==> src/design/clrc_pkg.sv <==
// shared types, constants and the init command table of the lcd refresh controller
package clrc_pkg;

  // default geometry of the character buffer
  localparam int COLS_DEF = 16;
  localparam int ROWS_DEF = 2;

  // power-up wait after reset, in ticks
  localparam logic [7:0] PUP_TICKS_RST = 8'd3;

  // operation codes carried in the request kind
  localparam logic [1:0] OP_TICK  = 2'd0;
  localparam logic [1:0] OP_WRITE = 2'd1;
  localparam logic [1:0] OP_MOVE  = 2'd2;
  localparam logic [1:0] OP_CLEAR = 2'd3;

  // display command bytes and characters
  localparam logic [7:0] CHAR_SPACE    = 8'h20;
  localparam logic [7:0] CMD_HOME      = 8'h02;
  localparam logic [7:0] CMD_SET_DDRAM = 8'h80;
  localparam logic [7:0] ROW1_OFFSET   = 8'h40;
  localparam logic [1:0] FUNC_SET_4BIT = 2'b10;

  // init sequence length
  localparam logic [3:0] INIT_LEN = 4'd9;

  // controller to datapath commands
  typedef struct packed {
    logic capture;
    logic exec;
    logic sel_second;
  } clrc_cmd_t;

  // datapath to controller status
  typedef struct packed {
    logic [1:0] res_count;
  } clrc_status_t;

  // init command table
  function automatic logic [7:0] init_cmd(input logic [3:0] idx);
    logic [7:0] c;
    case (idx)
      4'd0, 4'd1, 4'd2: c = 8'h30;
      4'd3:             c = 8'h20;
      4'd4:             c = 8'h28;
      4'd5:             c = 8'h0C;
      4'd6:             c = 8'h06;
      4'd7:             c = 8'h01;
      default:          c = CMD_HOME;
    endcase
    return c;
  endfunction

endpackage

==> src/design/clrc_ctrl.sv <==
// request sequencing state machine of the lcd refresh controller
module clrc_ctrl (
  input  logic                  clk,
  input  logic                  rst,
  input  logic                  s_tvalid,
  output logic                  s_tready,
  output logic                  m_tvalid,
  input  logic                  m_tready,
  output logic                  m_tlast,
  output clrc_pkg::clrc_cmd_t   cmd,
  input  clrc_pkg::clrc_status_t status
);

  typedef enum logic [1:0] {
    S_IDLE,
    S_EXEC,
    S_OUT0,
    S_OUT1
  } state_t;

  state_t state;
  logic   pair;
  logic   sel_second;

  assign s_tready       = (state == S_IDLE);
  assign cmd.capture    = s_tvalid && s_tready;
  assign cmd.exec       = (state == S_EXEC);
  assign cmd.sel_second = sel_second;

  // state and registered handshake outputs
  always_ff @(posedge clk) begin
    if (rst) begin
      state      <= S_IDLE;
      m_tvalid   <= 1'b0;
      m_tlast    <= 1'b0;
      pair       <= 1'b0;
      sel_second <= 1'b0;
    end else begin
      case (state)
        S_IDLE: begin
          if (s_tvalid) begin
            state <= S_EXEC;
          end
        end
        S_EXEC: begin
          if (status.res_count == 2'd0) begin
            state <= S_IDLE;
          end else begin
            state      <= S_OUT0;
            m_tvalid   <= 1'b1;
            m_tlast    <= (status.res_count == 2'd1);
            pair       <= (status.res_count == 2'd2);
            sel_second <= 1'b0;
          end
        end
        S_OUT0: begin
          if (m_tready) begin
            if (pair) begin
              state      <= S_OUT1;
              m_tlast    <= 1'b1;
              sel_second <= 1'b1;
            end else begin
              state    <= S_IDLE;
              m_tvalid <= 1'b0;
              m_tlast  <= 1'b0;
            end
          end
        end
        S_OUT1: begin
          if (m_tready) begin
            state      <= S_IDLE;
            m_tvalid   <= 1'b0;
            m_tlast    <= 1'b0;
            sel_second <= 1'b0;
          end
        end
        default: begin
          state    <= S_IDLE;
          m_tvalid <= 1'b0;
          m_tlast  <= 1'b0;
        end
      endcase
    end
  end

endmodule

==> src/design/clrc_dp.sv <==
// buffer, cursors, display phase and nibble formation of the lcd refresh controller
module clrc_dp #(
  parameter int COLS = clrc_pkg::COLS_DEF,
  parameter int ROWS = clrc_pkg::ROWS_DEF
) (
  input  logic                   clk,
  input  logic                   rst,
  input  clrc_pkg::clrc_cmd_t    cmd,
  output clrc_pkg::clrc_status_t status,
  input  logic [1:0]             op,
  input  logic [7:0]             char_code,
  input  logic [5:0]             target_col,
  input  logic [1:0]             target_row,
  input  logic                   cfg_we,
  input  logic [7:0]             cfg_data,
  output logic [3:0]             nibble,
  output logic                   is_data
);

  localparam int DEPTH = COLS * ROWS;
  localparam int AW    = (DEPTH > 1) ? $clog2(DEPTH) : 1;
  localparam logic [5:0]    COLS_C = 6'(COLS);
  localparam logic [1:0]    ROWS_C = 2'(ROWS);
  localparam logic [AW-1:0] ROW1_BASE = AW'(COLS);

  typedef enum logic [1:0] {
    PH_POWER_UP,
    PH_INIT,
    PH_READY,
    PH_SET_CURSOR
  } phase_t;

  phase_t      phase;
  logic [7:0]  countdown;
  logic [3:0]  init_index;
  logic        four_bit;
  logic [5:0]  write_col;
  logic        write_row;
  logic [5:0]  refresh_col;
  logic        refresh_row;
  logic [DEPTH-1:0] valid;

  // captured request
  logic [1:0]  in_op;
  logic [7:0]  in_char;
  logic [5:0]  in_col;
  logic [1:0]  in_row;

  // character memory
  logic [7:0]  mem [DEPTH];
  logic [7:0]  rd_char;
  logic        rd_valid;

  // result registers
  logic [3:0]  res0_nib;
  logic        res0_data;
  logic [3:0]  res1_nib;
  logic        res1_data;

  logic          wr_hit;
  logic [AW-1:0] wr_addr;
  logic [AW-1:0] rd_addr;
  logic [7:0]    char_now;
  logic [7:0]    cmd_byte;
  logic [7:0]    cursor_byte;
  logic          switch_4bit;
  logic [5:0]    col_inc;
  logic [1:0]    row_inc;
  logic          col_wrap;
  logic          row_wrap;
  logic [1:0]    count;

  // buffer addressing
  assign wr_hit  = cmd.exec && (in_op == clrc_pkg::OP_WRITE) && (write_col < COLS_C)
                   && ({1'b0, write_row} < ROWS_C);
  assign wr_addr = write_row ? (ROW1_BASE + AW'(write_col)) : AW'(write_col);
  assign rd_addr = refresh_row ? (ROW1_BASE + AW'(refresh_col)) : AW'(refresh_col);
  assign char_now = rd_valid ? rd_char : clrc_pkg::CHAR_SPACE;

  // command byte for the current phase
  assign cursor_byte = clrc_pkg::CMD_SET_DDRAM
                       + (refresh_row ? clrc_pkg::ROW1_OFFSET : 8'h00)
                       + {2'b00, refresh_col};
  always_comb begin
    if (phase == PH_INIT) begin
      cmd_byte = (init_index < clrc_pkg::INIT_LEN) ? clrc_pkg::init_cmd(init_index)
                                                    : clrc_pkg::CMD_HOME;
    end else begin
      cmd_byte = cursor_byte;
    end
  end
  assign switch_4bit = !four_bit && (cmd_byte[5:4] == clrc_pkg::FUNC_SET_4BIT);

  // refresh pointer advance
  assign col_inc  = refresh_col + 6'd1;
  assign row_inc  = {1'b0, refresh_row} + 2'd1;
  assign col_wrap = (col_inc >= COLS_C);
  assign row_wrap = (row_inc >= ROWS_C);

  // number of nibbles this request produces
  always_comb begin
    count = 2'd0;
    if (in_op == clrc_pkg::OP_TICK) begin
      case (phase)
        PH_POWER_UP:   count = 2'd0;
        PH_READY:      count = 2'd2;
        PH_INIT,
        PH_SET_CURSOR: count = four_bit ? 2'd2 : 2'd1;
        default:       count = 2'd0;
      endcase
    end
  end
  assign status.res_count = count;

  // request capture
  always_ff @(posedge clk) begin
    if (cmd.capture) begin
      in_op   <= op;
      in_char <= char_code;
      in_col  <= target_col;
      in_row  <= target_row;
    end
  end

  // memory write and registered read at the refresh pointer
  always_ff @(posedge clk) begin
    if (wr_hit) begin
      mem[wr_addr] <= in_char;
    end
    rd_char  <= mem[rd_addr];
    rd_valid <= valid[rd_addr];
  end

  // nibble results
  always_ff @(posedge clk) begin
    if (cmd.exec) begin
      if (phase == PH_READY) begin
        res0_nib  <= char_now[7:4];
        res0_data <= 1'b1;
        res1_nib  <= char_now[3:0];
        res1_data <= 1'b1;
      end else begin
        res0_nib  <= cmd_byte[7:4];
        res0_data <= 1'b0;
        res1_nib  <= cmd_byte[3:0];
        res1_data <= 1'b0;
      end
    end
  end
  assign nibble  = cmd.sel_second ? res1_nib : res0_nib;
  assign is_data = cmd.sel_second ? res1_data : res0_data;

  // cursors, phase and link mode
  always_ff @(posedge clk) begin
    if (rst) begin
      phase       <= PH_POWER_UP;
      countdown   <= clrc_pkg::PUP_TICKS_RST;
      init_index  <= 4'd0;
      four_bit    <= 1'b0;
      write_col   <= 6'd0;
      write_row   <= 1'b0;
      refresh_col <= 6'd0;
      refresh_row <= 1'b0;
      valid       <= '0;
    end else begin
      if (cmd.exec) begin
        case (in_op)
          clrc_pkg::OP_WRITE: begin
            if (wr_hit) begin
              valid[wr_addr] <= 1'b1;
              write_col      <= write_col + 6'd1;
            end
          end
          clrc_pkg::OP_MOVE: begin
            if (in_col < COLS_C) begin
              write_col <= in_col;
            end
            if (in_row < ROWS_C) begin
              write_row <= in_row[0];
            end
          end
          clrc_pkg::OP_CLEAR: begin
            valid <= '0;
          end
          default: begin
            case (phase)
              PH_POWER_UP: begin
                countdown <= countdown - 8'd1;
                if (countdown == 8'd1) begin
                  phase      <= PH_INIT;
                  init_index <= 4'd0;
                end
              end
              PH_INIT: begin
                if (switch_4bit) begin
                  four_bit <= 1'b1;
                end
                if (init_index < clrc_pkg::INIT_LEN) begin
                  init_index <= init_index + 4'd1;
                end else begin
                  phase       <= PH_READY;
                  valid       <= '0;
                  refresh_col <= 6'd0;
                  refresh_row <= 1'b0;
                end
              end
              PH_READY: begin
                if (col_wrap) begin
                  refresh_col <= 6'd0;
                  refresh_row <= row_wrap ? 1'b0 : row_inc[0];
                  phase       <= PH_SET_CURSOR;
                end else begin
                  refresh_col <= col_inc;
                end
              end
              default: begin
                if (switch_4bit) begin
                  four_bit <= 1'b1;
                end
                phase <= PH_READY;
              end
            endcase
          end
        endcase
      end
      // power-up length reload
      if (cfg_we && (phase == PH_POWER_UP)) begin
        countdown <= cfg_data;
      end
    end
  end

endmodule

==> src/design/char_lcd_refresh_controller_top.sv <==
// top level of the character lcd refresh controller
//
// Requests enter on the s_ channel: s_tuser carries the operation (tick, write
// character, move cursor, clear buffer) and s_tdata the character and target
// cursor. Ticks step the display sequence (power-up wait, init commands, then
// endless refresh of the COLS x ROWS buffer); each tick that talks to the
// display yields one or two nibbles on the m_ channel, with m_tuser as the
// register select and m_tlast on the final nibble of that tick.
// cfg_we/cfg_data reload the power-up tick count while in the power-up wait,
// restarting the countdown; writes outside the power-up wait are ignored.
// Sequencing: a request is taken in one cycle and executed in the next; the
// nibbles of a tick are registered out of the execute cycle, and each nibble
// needs one m_ handshake. The controller handles one request at a time:
// s_tready is low until every nibble of the current request has been taken,
// so a stalled receiver holds the input side.
// Reset returns to the power-up wait with a blank buffer at once; the buffer
// is blanked through per-entry valid bits, so there is no clearing pass.
module char_lcd_refresh_controller_top #(
  parameter int COLS = clrc_pkg::COLS_DEF,
  parameter int ROWS = clrc_pkg::ROWS_DEF
) (
  input  logic        clk,
  input  logic        rst,
  input  logic        s_tvalid,
  output logic        s_tready,
  input  logic [15:0] s_tdata,   // char_code[7:0], target_col[13:8], target_row[15:14]
  input  logic [1:0]  s_tuser,   // operation[1:0]
  output logic        m_tvalid,
  input  logic        m_tready,
  output logic [7:0]  m_tdata,   // nibble[3:0], zero[7:4]
  output logic [0:0]  m_tuser,   // is_data[0]
  output logic        m_tlast,
  input  logic        cfg_we,
  input  logic [7:0]  cfg_data
);

  clrc_pkg::clrc_cmd_t    cmd;
  clrc_pkg::clrc_status_t status;
  logic [3:0]             nibble;
  logic                   is_data;

  // request sequencing
  clrc_ctrl u_ctrl (
    .clk      (clk),
    .rst      (rst),
    .s_tvalid (s_tvalid),
    .s_tready (s_tready),
    .m_tvalid (m_tvalid),
    .m_tready (m_tready),
    .m_tlast  (m_tlast),
    .cmd      (cmd),
    .status   (status)
  );

  // buffer and display sequence
  clrc_dp #(
    .COLS (COLS),
    .ROWS (ROWS)
  ) u_dp (
    .clk        (clk),
    .rst        (rst),
    .cmd        (cmd),
    .status     (status),
    .op         (s_tuser),
    .char_code  (s_tdata[7:0]),
    .target_col (s_tdata[13:8]),
    .target_row (s_tdata[15:14]),
    .cfg_we     (cfg_we),
    .cfg_data   (cfg_data),
    .nibble     (nibble),
    .is_data    (is_data)
  );

  // result packing
  assign m_tdata = {4'b0000, nibble};
  assign m_tuser = is_data;

endmodule

==> config.mk <==
export PLATFORM = sky130hd
export DESIGN_NAME = char_lcd_refresh_controller_top
export DESIGN_NICKNAME = d
export VERILOG_FILES = /design/src/design/clrc_pkg.sv /design/src/design/clrc_ctrl.sv /design/src/design/clrc_dp.sv /design/src/design/char_lcd_refresh_controller_top.sv
export SDC_FILE = /design/constraint.sdc
export NUM_CORES = 1
export LEC_CHECK = 0
export BUFFER_PORTS_ARGS = -buffer_cell sky130_fd_sc_hd__buf_2
export CORE_MARGIN = 2
export CORE_UTILIZATION = 67
export CTS_BUF_LIST = sky130_fd_sc_hd__clkbuf_8
export DETAILED_ROUTE_END_ITERATION = 6
export GPL_TIMING_DRIVEN = 0
export PLACE_DENSITY = 0.85
export SYNTH_ARGS = -nofsm -noshare
export SYNTH_HDL_FRONTEND = slang
export SYNTH_SLANG_ARGS = --single-unit
==> constraint.sdc <==
create_clock -name clk -period 5 [get_ports clk]
set_input_delay 0.5 -clock clk [delete_from_list [all_inputs] [get_ports clk]]
set_output_delay 0.5 -clock clk [all_outputs]
set_load 0.01 [all_outputs]
== Word-level counts from Yosys, hierarchy flattened ==
Memories as Yosys holds them, arrays and structs flattened. A register that Yosys moved wholly into a read port is not among the register bits.
Cells that the tools add are included.
Storage, ports and cells
  flip-flop bits (word level): 95
  memory bits (writable): 256
  bits in read-only memories: 48
  bits of input ports: 31
  output and inout bits: 12
  memories kept: 2
Operators by class
  add/subtract/negate cells: 9
  magnitude comparators: 9
  eq/ne operators: 27
  muxes and demuxes: 66
  bitwise gates (word level): 5
  reductions and logical operators: 35
Memory list
  u_dp.mem: words 32, width 8, rd ports 1, clocked after Yosys merged registers in 1, wr ports 1, line clrc_dp.sv:50  | logic [7:0] mem [DEPTH];
  (no name shown): words 8, width 6, rd ports 1, clocked after Yosys merged registers in 1, wr ports 0, line clrc_pkg.sv:42  | case (idx)
Operators by type and width (count)
  $mux 32: 3
  $pmux 32 s3: 1
  $mux 8: 8
  $or 32x32->32: 1
  $reduce_and 5->1: 6
  $mux 6: 4
  $pmux 6 s2: 2
  $mux 2: 10
  $mux 4: 5
  $mux 1: 18
  $eq 2x2->1 const B: 8
  $reduce_and 4->1: 4
  $ne 2x2->1 const B: 7
  $add 6x1->6 const B: 2
  $lt 5x6->1 const B: 2
  $lt 6x5->1 const B: 2
  $ne 2x1->1 const B: 6
  $pmux 2 s3: 2
  $add 5x5->5 const A: 2
  $mux 5: 2
  $reduce_bool 2->1: 5
  $pmux 1 s3: 3
  $reduce_and 3->1: 3
  $add 8x6->8: 1
  27 further kinds: 44

== Depth between registers and ports, before layout ==
Gate-level depths: netlist of the first run.
  depth after elaboration: 9
  mapped depth: 11

== Cells and area by module ==
A second synthesis of the first run with hierarchy kept.
Second synthesis, totals
  cell total of the unflattened synthesis: 938
  area, all modules: 14641.5 um^2
By module, submodules not included
  clrc_dp: instances 1, cells an instance 900, area each 14286.2 um^2
  clrc_ctrl: instances 1, cells an instance 33, area each 321.6 um^2
  char_lcd_refresh_controller_top: instances 1, cells an instance 5, area each 33.8 um^2

== Least setup slack after synthesis of the first run ==
No wires, ideal clock.
  path type: register -> register
  from: reg u_dp.in_op[1]
  to: mem u_dp.mem[10][0], enable pin
  library setup time: 0.370 ns
  data arrival time: 1.856 ns
  data required time: 4.630 ns
  path slack: 2.774 ns
  cell stages (with the launch flop): 6
  path buffers: 1
  period minus slack after synthesis: 2.226 ns
  cell sequence: edfxtp_1 -> buf_2 -> or4b_1 -> nor2_1 -> nand2_1 -> nor2_1
Between the ends
  longest elaborated chain between the ends: 5
RTL lines
  start: declaration: line clrc_dp.sv:44  | logic [1:0] in_op;
  start signal: assignment: line clrc_dp.sv:118  | in_op <= op;
  $eq 2x1->1: line clrc_dp.sv:74  | assign wr_hit = cmd.exec && (in_op == clrc_pkg::OP_WRITE) && (write_col < COLS_C)
  $logic_and 1x1->1 (2 in a row): line clrc_dp.sv:74
  $mux 1: line clrc_dp.sv:127  | if (wr_hit) begin
  $mux 1 (implied by the code): line clrc_dp.sv:128  | mem[wr_addr] <= in_char;
  end: declaration: line clrc_dp.sv:50
Every way passes these cells.

== Worst setup path in the final report of the first run ==
  from: reg u_dp.refresh_col[2]
  to: reg u_dp.rd_char[5], read port of u_dp.mem
Between the ends
  longest elaborated chain between the ends: 2
RTL lines
  start: declaration: line clrc_dp.sv:39  | logic [5:0] refresh_col;
  start signal: assignment: line clrc_dp.sv:213  | refresh_col <= col_inc;
  $add 5x5->5: line clrc_dp.sv:77  | assign rd_addr = refresh_row ? (ROW1_BASE + AW'(refresh_col)) : AW'(refresh_col);
  $mux 5 (*): line clrc_dp.sv:77
  end: declaration: line clrc_dp.sv:51  | logic [7:0] rd_char;
Mark *: on every way between the ends. The rest lies on a longest branch, timed or not.
A chain may end at the register's enable or synchronous reset.

==> summary.md, run 1 <==
| Metric | Value |
|---|---|
| Vias in the first global route | 9,386 |
| Fin crit period | 3.35 ns |
| CP Cell Sequence | clkbuf_1, buf_2, buf_1, mux2i_1, nor2_1, a221oi_1, nand3_1 |
| Die Wd | ~150 um |
| Power density over cell area | 349 nW/um^2 |
| Num Clock Sinks | 365 |
| Setup WS post-layout | 1.65 ns |
| Share of cells above drive strength 1 | 17.3% |
| Ys async rst share | 0% |
| Post-CTS Setup Bufs | 0 |
| GRT overflow | 0 |
| F_max | 299 MHz |
| Total Wirelength | 35,200 um |
| Number of flops mapped to enable cells by yosys | 283 |
| DRT antenna net count | 0 |
| GR Util All Layers | 30.1% |
| Vias/cell | approximately 6.6 |
| Total Neg Setup Slack | 0 ns |
| CTS tree | yes |
| Pleak | 5.43 nW |
| Antenna cells | 0 |
| Post-Synthesis Cells | 1,008 |
| Outcome | completed |
| Skew-Pair Late Insertion Delay | 0.61 ns |
| Startpoint type of the worst setup path | register |
| DRC Markers | 0 |
| Yosys warns | 0 |
| H-tree depth | 2 |
| Max-cap violations | 0 |
| Pre-CTS setup slack | roughly 1.9 ns |
| Post-CTS Resized | 0 |
| Slew @ Worst Pin | 1.29 ns |
| Final worst-path cycle share | 66.9% |
| Post-synthesis sequential area ratio | 68.0% |
| Largest area contributor in the netlist | edfxtp_1 |
| Deepest clock path buffer count | 3 |
| Die area | 23,500 um^2 |
| DR pass1 iterations | 5 |
| Area contributors post-synth | edfxtp_1 (57%), dfxtp_1 (11%), mux4_2 (7.9%) |
| Syn_area_per_cell | 14.8 um^2 |
| IO buf count | 37 |
| Crit-path max cell delay | 0.78 ns |
| RSZ-0062 raised after global routing | no |
| Starting Density | 68.4% |
| Setup-failing EPs final | 0 |
| Slew Limit Fails | 0 |
| Max Clock Skew | 0.0433 ns |
| Slew HR | 13.9% |
| HPWL Detailed | 22,500 um |
| Initial antenna violation count | 1 |
| Fillers | between 1k and 1.5k |
| Final total power | 0.00575 W |
| Cell Rows | between 50 and 60 |
| Hold WC Path Type | input port to register |
| Flops & latches, synth | between 300 and 400 |
| Cts bufs inserted | 55 |
| Predominant post-synthesis flop cell | edfxtp_1 |
| Final nets | between 1k and 1.5k |
| Vias | 9,491 |
| Initial DRC count | roughly 1.2k |
| DP Area | 15,500 um^2 |
| Final GP Congestion | 0.927 |
| Top cell type's share of synthesized area | 57.0% |
| Final Cell Area | between 15,000 and 20,000 um^2 |
| CP Data Required Time | roughly 5.4 ns |
| Area growth, synth to finish | 10.5% |
| Hold Fails Final Rpt | 0 |
| Die height | 153 um |
| Wire length per cell | approximately 25 um |
| Slowest CP cell | buf_1 |
| Storage element area | just over 10,000 um^2 |
| CTS root buf | clkbuf_8 |
| CORE AREA | 21,800 um^2 |
| Peak supply drop | 310 uV |
| Worst EP arrival | 3.78 ns |
| First-pass GRT wire length | approximately 54,000 um |
| Synthesized area | 14,900 um^2 |
| Post-synth cell types | 67 |
| Area occupied by multi-input gates | 4410 um^2 |
| Largest net degree at the start of global routing | 33 |
| IO Count | 43 |
| Critical path endpoint category | register |
| Crit-path max FO | 10 |
| Critical path class | register to register |
| Layout Utilization | about three quarters |
| Post-CTS Hold Buffers | 0 |
| CTS clk-pin slew, worst paths | 0.07 ns |
==> final timing paths <==
check / slack, ns / cells after the start / to / from
hold reg to reg: 0.46 / 2 / u_ctrl.m_tlast / u_ctrl.m_tlast
setup / recovery: 1.65 / 7 / u_dp.rd_char[5] / u_dp.refresh_col[2]
setup reg to reg: 1.65 / 7 / u_dp.rd_char[5] / u_dp.refresh_col[2]
hold / removal: 0.06 / 1 / u_dp.in_col[5] / s_tdata[13]
==> metal layers <==
metal	part of all wire (%)	global-route usage, %	wire [um]	vias to the layer above
met4	3.5	11.6	1220	0
met3	10	6.80	3590	113
li1	-	-	-	4119
met5	0	0	0	-
met2	49	49.2	17200	626
met1	37	39.9	13200	4633
==> state kept, by name, summed over array words and instances (netlist names), 4 cells and up, named ones only <==
name,flops
u_dp.valid,32
u_dp.rd_char,8
u_dp.in_col,6
u_dp.res0_nib,4
u_dp.init_index,4
u_dp.write_col,6
u_dp.countdown,8
u_dp.in_char,8
u_dp.refresh_col,6
u_dp.res1_nib,4
u_dp.mem,256
==> layout by cell type (no fill, tap or decap), types with 4 or more instances in the layout <==
master	n
and2_1	9
nand4_1	7
mux2_2	10
o211ai_1	6
ha_1	16
nor4_1	4
nand3_1	24
conb_1	4
nand2b_1	13
dfxtp_1	82
nand2_1	43
clkinv_1	19
mux2i_1	43
edfxtp_1	283
mux4_2	52
nor2b_1	14
nor2_1	113
clkbuf_1	31
a31oi_1	38
clkbuf_8	57
a311oi_1	5
o22ai_1	4
a22oi_1	28
a21oi_1	18
nor3_1	18
o21ai_1	10
buf_4	7
inv_1	36
o21ai_0	17
a221oi_1	9
buf_2	53
buf_1	5
==> cell families after synthesis <==
family / share of synthesized area (%)
AO/OA/AOI/OAI: 8.09
AND/OR/NAND/NOR: 8.21
flip-flops: 68.0
multiplexers: 11.5
adder cells (fa/ha/maj): 1.34
buffers and inverters: 2.52
XOR/XNOR: 0.352
other: 0.0251
==> cell type report <==
type                            instances  area share (%)
Clock buffer                           57            4.76
Tap cell                              280            2.12
Buffer                                 62            1.83
Sequential cell                       365            61.5
Multi-Input combinational cell        564            26.8
Inverter                               20           0.455
Timing Repair Buffer                   37            1.12
Clock inverter                         44            1.46
==> cell usage after synthesis, drive strengths merged (4+ instances only) <==
cell / number
a21oi: 21
nand2: 43
clkbuf: 31
a311oi: 5
mux2: 10
nor3: 18
inv: 20
edfxtp: 283
o211ai: 6
and2: 9
nand2b: 13
mux2i: 43
mux4: 52
buf: 31
a22oi: 28
ha: 16
dfxtp: 82
nand4: 7
o22ai: 4
a221oi: 9
nor2: 113
a31oi: 39
o21ai: 27
nor4: 4
nand3: 24
nor2b: 14
==> metrics by stage <==
stage          hold slack [ns]  std cells
2_1_floorplan            0.432       1011
3_3_place_gp             0.442       1328
3_5_place_dp             0.451       1328
4_1_cts                 0.0420       1429
5_1_grt                 0.0432       1429
6_report                0.0581       1429
==> worst max-delay path, delay by kind of cell, from the launching register on <==
family	cells	cell delay, ns
flops	1	0.31
buf+inv	3	1.52
compound gates	1	0.66
mux	1	0.37
simple gates	2	0.32
==> power breakdown <==
group / internal, W / switching (W)
clock: 0.00117 / 0.00113
combinational: 0.0000405 / 0.0000757
sequential: 0.00329 / 0.0000462
total: 0.00450 / 0.00126
(Power assumes the default switching activity.)
==> run 2: changes to the inputs <==
CORE_UTILIZATION = 58   (was 67)
PLACE_DENSITY = 0.78   (was 0.85)
clock period = 2.7 ns   (was 5 ns; I/O delays follow)
==> run 2 against run 1 <==
Fmax grew 25%. Core utilization decreased by 7.7 points. Register-to-register slack lost 1.6 ns. Via count shrank 0.40%. Global-route usage down 3.6 points. Sequential cell count did not move. Clock skew down 0.016 ns. Sequential share of layout area fell by 2.1 points. Worst hold slack got worse by 0.022 ns. Clock power up 75%. Cell count grew 5.7%. Highest routed layer unchanged.
==> summary.md, run 2 (synthesis results as in run 1) <==
| Metric | Value |
|---|---|
| CTS tree | yes (unchanged) |
| GR Util All Layers | 26.5% (was 30.1%) |
| DR pass1 iterations | 7 (was 5) |
| Total Wirelength | 35,000 um (was 35,200 um) |
| Max-cap violations | 0 (unchanged) |
| Slew Limit Fails | 0 (unchanged) |
| Pleak | 5.59 nW (was 5.43 nW) |
| Peak supply drop | 442 uV (was 310 uV) |
| IO buf count | 37 (unchanged) |
| Initial antenna violation count | 0 (was 1) |
| Slew HR | 13.7% (was 13.9%) |
| Skew-Pair Late Insertion Delay | 0.59 ns (was 0.61 ns) |
| Deepest clock path buffer count | 3 (unchanged) |
| Die Wd | 164 um (was 153 um) |
| RSZ-0062 raised after global routing | yes (was no) |
| Slowest CP cell | buf_2 (was buf_1) |
| Vias/cell | 6.26 (was 6.64) |
| Final GP Congestion | 0.908 (was 0.927) |
| Initial DRC count | 1,201 (was 1,176) |
| Largest net degree at the start of global routing | 33 (unchanged) |
| Hold Fails Final Rpt | 0 (unchanged) |
| Max FFs per register | 256 (unchanged) |
| HPWL Detailed | 23,000 um (was 22,500 um) |
| Die area | 27,000 um^2 (was 23,500 um^2) |
| F_max | 374 MHz (was 299 MHz) |
| Area growth, synth to finish | 14.5% (was 10.5%) |
| Num Clock Sinks | 365 (unchanged) |
| DRC Markers | 0 (unchanged) |
| Fillers | 1,695 (was 1,287) |
| H-tree depth | 2 (unchanged) |
| DRT antenna net count | 0 (unchanged) |
| CP Cell Sequence | clkbuf_1, buf_2, buf_4, mux2i_1, nor2_1, a221oi_1, nand3_1 (was clkbuf_1, buf_2, buf_1, mux2i_1, nor2_1, a221oi_1, nand3_1) |
| Outcome | completed (unchanged) |
| Critical path class | register to register (unchanged) |
| Largest registers | u_dp.mem x256, u_dp.valid x32 (unchanged) |
| Commonest non-fill, non-tap cell in the layout | edfxtp_1 (unchanged) |
| Vias in the first global route | 9,339 (was 9,386) |
| CORE AREA | 25,200 um^2 (was 21,800 um^2) |
| Antenna cells | 0 (unchanged) |
| Crit-path max FO | 10 (unchanged) |
| Top reg by flops | u_dp.mem (unchanged) |
| Layout Utilization | 67.8% (was 75.6%) |
| IO Count | 43 (unchanged) |
| CP Data Required Time | 3.10 ns (was 5.43 ns) |
| CTS root buf | clkbuf_8 (unchanged) |
| Max Clock Skew | 0.0269 ns (was 0.0433 ns) |
| Starting Density | 59.2% (was 68.4%) |
| Crit-path max cell delay | 0.44 ns (was 0.78 ns) |
| Family with the most delay on the worst path | buffers and inverters (unchanged) |
| GRT overflow | 0 (unchanged) |
| Fin crit period | 2.68 ns (was 3.35 ns) |
| Slew @ Worst Pin | 1.29 ns (about the same) |
| Die height | 164 um (was 153 um) |
| CP bufs+invs | 3 (unchanged) |
| Worst EP arrival | 3.08 ns (was 3.78 ns) |
| Final nets | 1,181 (was 1,152) |
| Power density over cell area | 612 nW/um^2 (was 349 nW/um^2) |
| Setup-failing EPs final | 0 (unchanged) |
| Final worst-path cycle share | 99.1% (was 66.9%) |
| Hold WC Path Type | input port to register (unchanged) |
| Startpoint type of the worst setup path | register (unchanged) |
| Share of cells above drive strength 1 | 21.5% (was 17.3%) |
| Total Neg Setup Slack | 0 ns (unchanged) |
| Most frequent cells in the layout | edfxtp_1 (283), dfxtp_1 (82), nor2_1 (80) (was edfxtp_1 (283), nor2_1 (113), dfxtp_1 (82)) |
| First-pass GRT wire length | 53,300 um (was 53,500 um) |
| Critical path endpoint category | register (unchanged) |
| CTS clk-pin slew, worst paths | 0.06 ns (was 0.07 ns) |
| Cts bufs inserted | 56 (was 55) |
| Cell Rows | 58 (was 54) |
| Wire length per cell | 23.2 um (was 24.6 um) |
| Vias | 9,453 (was 9,491) |
-- run 2: per-layer routing --
layer / vias up / global-route usage [%] / wire length [um]
met5: - / 0 / 0
met4: 0 / 8.70 / 1310
met3: 108 / 5.10 / 3070
met2: 523 / 44.9 / 17200
met1: 4640 / 34.8 / 13400
li1: 4182 / - / -
-- run 2: cell type report --
cell class / count / area, um^2 / share of cell area, %
timing repair buffer: 65 / 470 / 2.75
tap: 330 / 413 / 2.42
sequential: 365 / 10100 / 59.4
multi-input combinational: 564 / 4670 / 27.4
buffer: 62 / 320 / 1.88
clock inverter: 49 / 218 / 1.27
clock buffer: 56 / 771 / 4.51
inverter: 20 / 75.1 / 0.439
-- run 2: power by group --
part	internal, W	switching, W	leakage (nW)
sequential	0.00610	0.0000883	3.22
clock	0.00195	0.00208	0.598
combinational	0.0000957	0.000148	1.77
-- run 2: final timing paths --
path,from,end,slack [ns],cells after the start
worst max register to register,u_dp.refresh_col[2],u_dp.rd_char[4],0.02,7
worst min register to register,u_ctrl.m_tlast,u_ctrl.m_tlast,0.46,2
worst min-delay path,cfg_data[4],u_dp.countdown[4],0.04,5
worst max-delay path,u_dp.refresh_col[2],u_dp.rd_char[4],0.02,7
-- run 2: worst register-to-register path, stage by stage, from the launching register on --
cell      delay [ns]
dfxtp_1         0.31
clkbuf_1        0.37
buf_2           0.45
buf_4           0.35
mux2i_1         0.33
nor2_1          0.09
a221oi_1        0.39
nand3_1         0.23
-- run 2: metrics by stage --
stage,std cells,hold slack [ns],instance area [um^2],setup WS [ns],total power (W)
after floorplan,1011,0.369,14900,0.474,0.00639
after global placement,1378,0.441,15500,-0.422,0.00650
after detailed placement,1378,0.448,15500,-0.481,0.00651
after CTS,1503,0.0294,17000,0.0277,0.0105
after global routing,1511,0.0540,17100,-0.0487,0.0108
final,1511,0.0363,17100,0.0235,0.0105
-- run 2: repair_timing --
action | CTS | global route
setup buffers | 0 | 8
hold endpoints to repair | 20 | 0
setup endpoints to repair | 255 | 145
hold buffers | 20 | 0
pin swaps | 0 | 4
gates resized for setup | 74 | 7
==> run 3: changes to the inputs <==
SYNTH_HIERARCHICAL = 1   (was unset)
clock period = 2.45 ns   (was 2.7 ns; I/O delays follow)
==> run 3 against run 2 <==
The flow now finishes with violations (negative setup slack). Fmax grew 8.9%. Via count decreased by 6.5%. Wire length down 7.1%. Combinational power is 29% higher. Area after synthesis decreased by 1.9%. Worst hold slack improved by 0.0010 ns. First-iteration DRC count fell by 30%. Total power rose by 12%. Die area shrank 1.8%. Sequential cell count unchanged. Clock power increased by 13%. Critical endpoint is now u_dp/rd_char[6].
==> summary.md, run 3 <==
| Metric | Value |
|---|---|
| Outcome | finished with violations (was completed) |
| Failing checks | negative setup slack |
| Area contributors post-synth | edfxtp_1 (58%), dfxtp_1 (11%), mux4_2 (11%) (was edfxtp_1 (57%), dfxtp_1 (11%), mux4_2 (7.9%)) |
| Reg power frac | 58.4% (was 59.1%) |
| Worst r2r dst | u_dp/rd_char[6] (was u_dp.rd_char[4]) |
| Max Clock Skew | 0.0388 ns (was 0.0269 ns) |
| R2R depth | 6 (was 7) |
| Syn_area_per_cell | 15.6 um^2 (was 14.8 um^2) |
| DRC Markers | 0 (unchanged) |
| Post-synth cell types | 65 (was 67) |
| Synth Area in Compound Gates | 7.33% (was 8.09%) |
| HPWL Detailed | 20,800 um (was 23,000 um) |
| Critical path endpoint category | register (unchanged) |
| Hold Fails Final Rpt | 0 (unchanged) |
| Wire length per cell | 22.6 um (was 23.2 um) |
| IO Count | 43 (unchanged) |
| Setup WS post-layout | -0.00748 ns (was 0.0235 ns) |
| Yosys warns | 6 (was 0) |
| CTS root buf | clkbuf_8 (unchanged) |
| Synth Area in XOR/XNOR | 0.239% (was 0.352%) |
| Vias | 8,839 (was 9,453) |
| Die Wd | 163 um (was 164 um) |
| Flops & latches, synth | 365 (unchanged) |
| Post-Synthesis Cells | 938 (was 1,008) |
| Hold EP | u_dp/countdown[4] (was u_dp.countdown[4]) |
| Min-delay src | cfg_data[4] (unchanged) |
| Multiplexer share of the synthesized area | 11.8% (was 11.5%) |
| Power density over cell area | 693 nW/um^2 (was 612 nW/um^2) |
| Fin crit period | 2.46 ns (was 2.68 ns) |
| Largest net degree at the start of global routing | 33 (unchanged) |
| Crit-path max cell delay | 0.55 ns (was 0.44 ns) |
| DP Area | 15,300 um^2 (was 15,500 um^2) |
| Final total power | 0.0117 W (was 0.0105 W) |
| GR Util All Layers | 25.3% (was 26.5%) |
| Die height | 163 um (was 164 um) |
| Worst EP arrival | 2.86 ns (was 3.08 ns) |
| Ys async rst share | 0% (unchanged) |
| Fillers | 1,657 (was 1,695) |
| DRT antenna net count | 0 (unchanged) |
| Top cell type's share of synthesized area | 58.0% (was 57.0%) |
| Starting Density | 58.7% (was 59.2%) |
| DR pass1 iterations | 7 (unchanged) |
| Post-synth top cells | edfxtp_1 (283), nor2_1 (98), dfxtp_1 (82) (was edfxtp_1 (283), nor2_1 (113), dfxtp_1 (82)) |
| Die area | 26,500 um^2 (was 27,000 um^2) |
| Setup-failing EPs final | 1 (was 0) |
| Number of flops mapped to enable cells by yosys | 283 (unchanged) |
| Slowest CP cell | nor4_1 (was buf_2) |
| Num Clock Sinks | 365 (unchanged) |
| Hold WC Path Type | input port to register (unchanged) |
| Largest registers | u_dp/mem x256, u_dp/valid x32 (was u_dp.mem x256, u_dp.valid x32) |
| CP Cell Sequence | clkbuf_1, buf_2, buf_2, mux4_2, o22ai_1, nor4_1 (was clkbuf_1, buf_2, buf_4, mux2i_1, nor2_1, a221oi_1, nand3_1) |
| CORE AREA | 25,000 um^2 (was 25,200 um^2) |
| CP Data Required Time | 2.85 ns (was 3.10 ns) |
| Initial DRC count | 839 (was 1,201) |
| Final Cell Area | 16,900 um^2 (was 17,100 um^2) |
| Simple-Gate Fraction of Synth Area | 8.00% (was 8.21%) |
| Adder-Cell Fraction of Synth Area | 1.28% (was 1.34%) |
| Largest area contributor in the netlist | edfxtp_1 (unchanged) |
| Most frequent cells in the layout | edfxtp_1 (283), dfxtp_1 (81), mux4_2 (72) (was edfxtp_1 (283), dfxtp_1 (82), nor2_1 (80)) |
| Crit-path max FO | 10 (unchanged) |
| Predominant post-synthesis flop cell | edfxtp_1 (unchanged) |
| Deepest clock path buffer count | 3 (unchanged) |
| Worst R2R Start | u_dp/refresh_col[1] (was u_dp.refresh_col[2]) |
| Startpoint type of the worst setup path | register (unchanged) |
| IO buf count | 38 (was 37) |
| Slew Limit Fails | 0 (unchanged) |
| Top reg by flops | u_dp/mem (was u_dp.mem) |
| Vias/cell | 6.15 (was 6.26) |
| CTS clk-pin slew, worst paths | 0.06 ns (about the same) |
| H-tree depth | 2 (unchanged) |
| Post-synthesis sequential area ratio | 69.3% (was 68.0%) |
| Commonest non-fill, non-tap cell in the layout | edfxtp_1 (unchanged) |
| Cell Rows | 58 (unchanged) |
| Area growth, synth to finish | 15.5% (was 14.5%) |
| Sw Pwr | 0.00253 W (was 0.00232 W) |
| Total Wirelength | 32,500 um (was 35,000 um) |
| Final GP Congestion | 0.864 (was 0.908) |
| Hold Worst Slack | 0.0374 ns (was 0.0363 ns) |
| First-pass GRT wire length | 50,100 um (was 53,300 um) |
| Initial antenna violation count | 1 (was 0) |
| Peak supply drop | 549 uV (was 442 uV) |
| F_max | 407 MHz (was 374 MHz) |
| Top-count cell post-synth | edfxtp_1 (unchanged) |
| Pint | 0.00919 W (was 0.00814 W) |
| Vias in the first global route | 9,008 (was 9,339) |
| Slew HR | 20.0% (was 13.7%) |
| Final nets | 1,114 (was 1,181) |
| Synthesized area | 14,600 um^2 (was 14,900 um^2) |
| Cell count of the worst hold path | 3 (was 5) |
| CTS tree | yes (unchanged) |
| Antenna cells | 0 (unchanged) |
| Pleak | 5.54 nW (was 5.59 nW) |
| Cts bufs inserted | 57 (was 56) |
| Logic pwr share | 2.7% (was 2.3%) |
| Clock power frac | 38.9% (was 38.6%) |
| Slew @ Worst Pin | 1.20 ns (was 1.29 ns) |
| Top cell by count, worst path | buf_2 |
| Sw Share | 21.6% (was 22.2%) |
| Skew-Pair Late Insertion Delay | 0.60 ns (was 0.59 ns) |
| GRT overflow | 0 (unchanged) |
| Largest family of logic cells by synthesized area | multiplexers (unchanged) |
| Share of cells above drive strength 1 | 24.6% (was 21.5%) |
| Max-cap violations | 0 (unchanged) |
| Max FFs per register | 256 (unchanged) |
| Critical path class | register to register (unchanged) |
| Final worst-path cycle share | 100% (was 99.1%) |
| Register-to-register setup slack | -0.007 ns (was 0.02 ns) |
run 3: final cells by class:
class | instances | area (um^2) | share of cell area, %
flip-flops and latches | 365 | 10100 | 60.0
multi-input cells | 508 | 4530 | 26.8
well taps | 330 | 413 | 2.44
plain buffers | 49 | 256 | 1.52
repair buffers | 68 | 485 | 2.87
clock inverters | 39 | 195 | 1.15
inverters | 19 | 71.3 | 0.422
clock buffers | 59 | 812 | 4.80
run 3: cell families after synthesis:
kind of cell	count (synthesis)
AO/OA/AOI/OAI	161
flip-flops	365
AND/OR/NAND/NOR	242
other	1
XOR/XNOR	4
multiplexers	82
adder cells (fa/ha/maj)	15
buffers and inverters	68
run 3: worst max path at each step:
stage | cells past startpoint | slack (ns) | startpoint | end
floorplan | 10 | -0.03 | u_ctrl/state[1] | register
global placement | 6 | -0.84 | u_ctrl/state[0] | u_dp/mem[18][5]
detailed placement | 6 | -0.94 | u_ctrl/state[0] | u_dp/mem[18][7]
CTS | 9 | 0.01 | u_ctrl/state[0] | register
global route | 6 | -0.04 | u_dp/refresh_col[1] | u_dp/rd_char[6]
finish | 6 | -0.007 | u_dp/refresh_col[1] | u_dp/rd_char[6]
run 3: stage by stage:
step,setup WS (ns),utilization [%],instances,setup TNS [ns]
detailed placement,-0.937,61.2,1309,-212.38
global placement,-0.844,61.2,1309,-192.34
global route,-0.0427,67.7,1437,-0.0525
finish,-0.00748,67.7,1437,-0.00748
CTS,0.0131,67.4,1432,0
floorplan,-0.0263,-,941,-0.0263
run 3: metal layers:
layer | vias to the layer above | track usage (%) | share of wire [%]
met3 | 78 | 5.86 | 8.1
met2 | 413 | 41.4 | 49
met5 | - | 0 | 0
li1 | 3946 | - | -
met4 | 0 | 9.94 | 3.1
met1 | 4402 | 33.2 | 40
run 3: critical path: cells and delay by family, from the launching register on:
family / cells / cell delay (ns)
and+or+nand+nor: 1 / 0.55
muxes: 1 / 0.29
DFF: 1 / 0.32
AOI/OAI and AO/OA: 1 / 0.12
buffers and inverters: 3 / 0.99
run 3: power groups by stage:
stage	logic [W]	clock network, W	registers, W
after CTS	0.000300	0.00466	0.00684
after detailed placement	0.000253	0	0.00697
final	0.000313	0.00456	0.00684
after global routing	0.000341	0.00495	0.00685
after global placement	0.000247	0	0.00696
after floorplan	0.000168	0	0.00692
run 3: repair_timing:
action                     CTS  global route
gates cloned                 0             0
hold buffers                23             0
pin swaps                    2             1
setup buffers                2             5
hold endpoints to repair    26             0
setup endpoints to repair  270           258
resized for setup           81            17
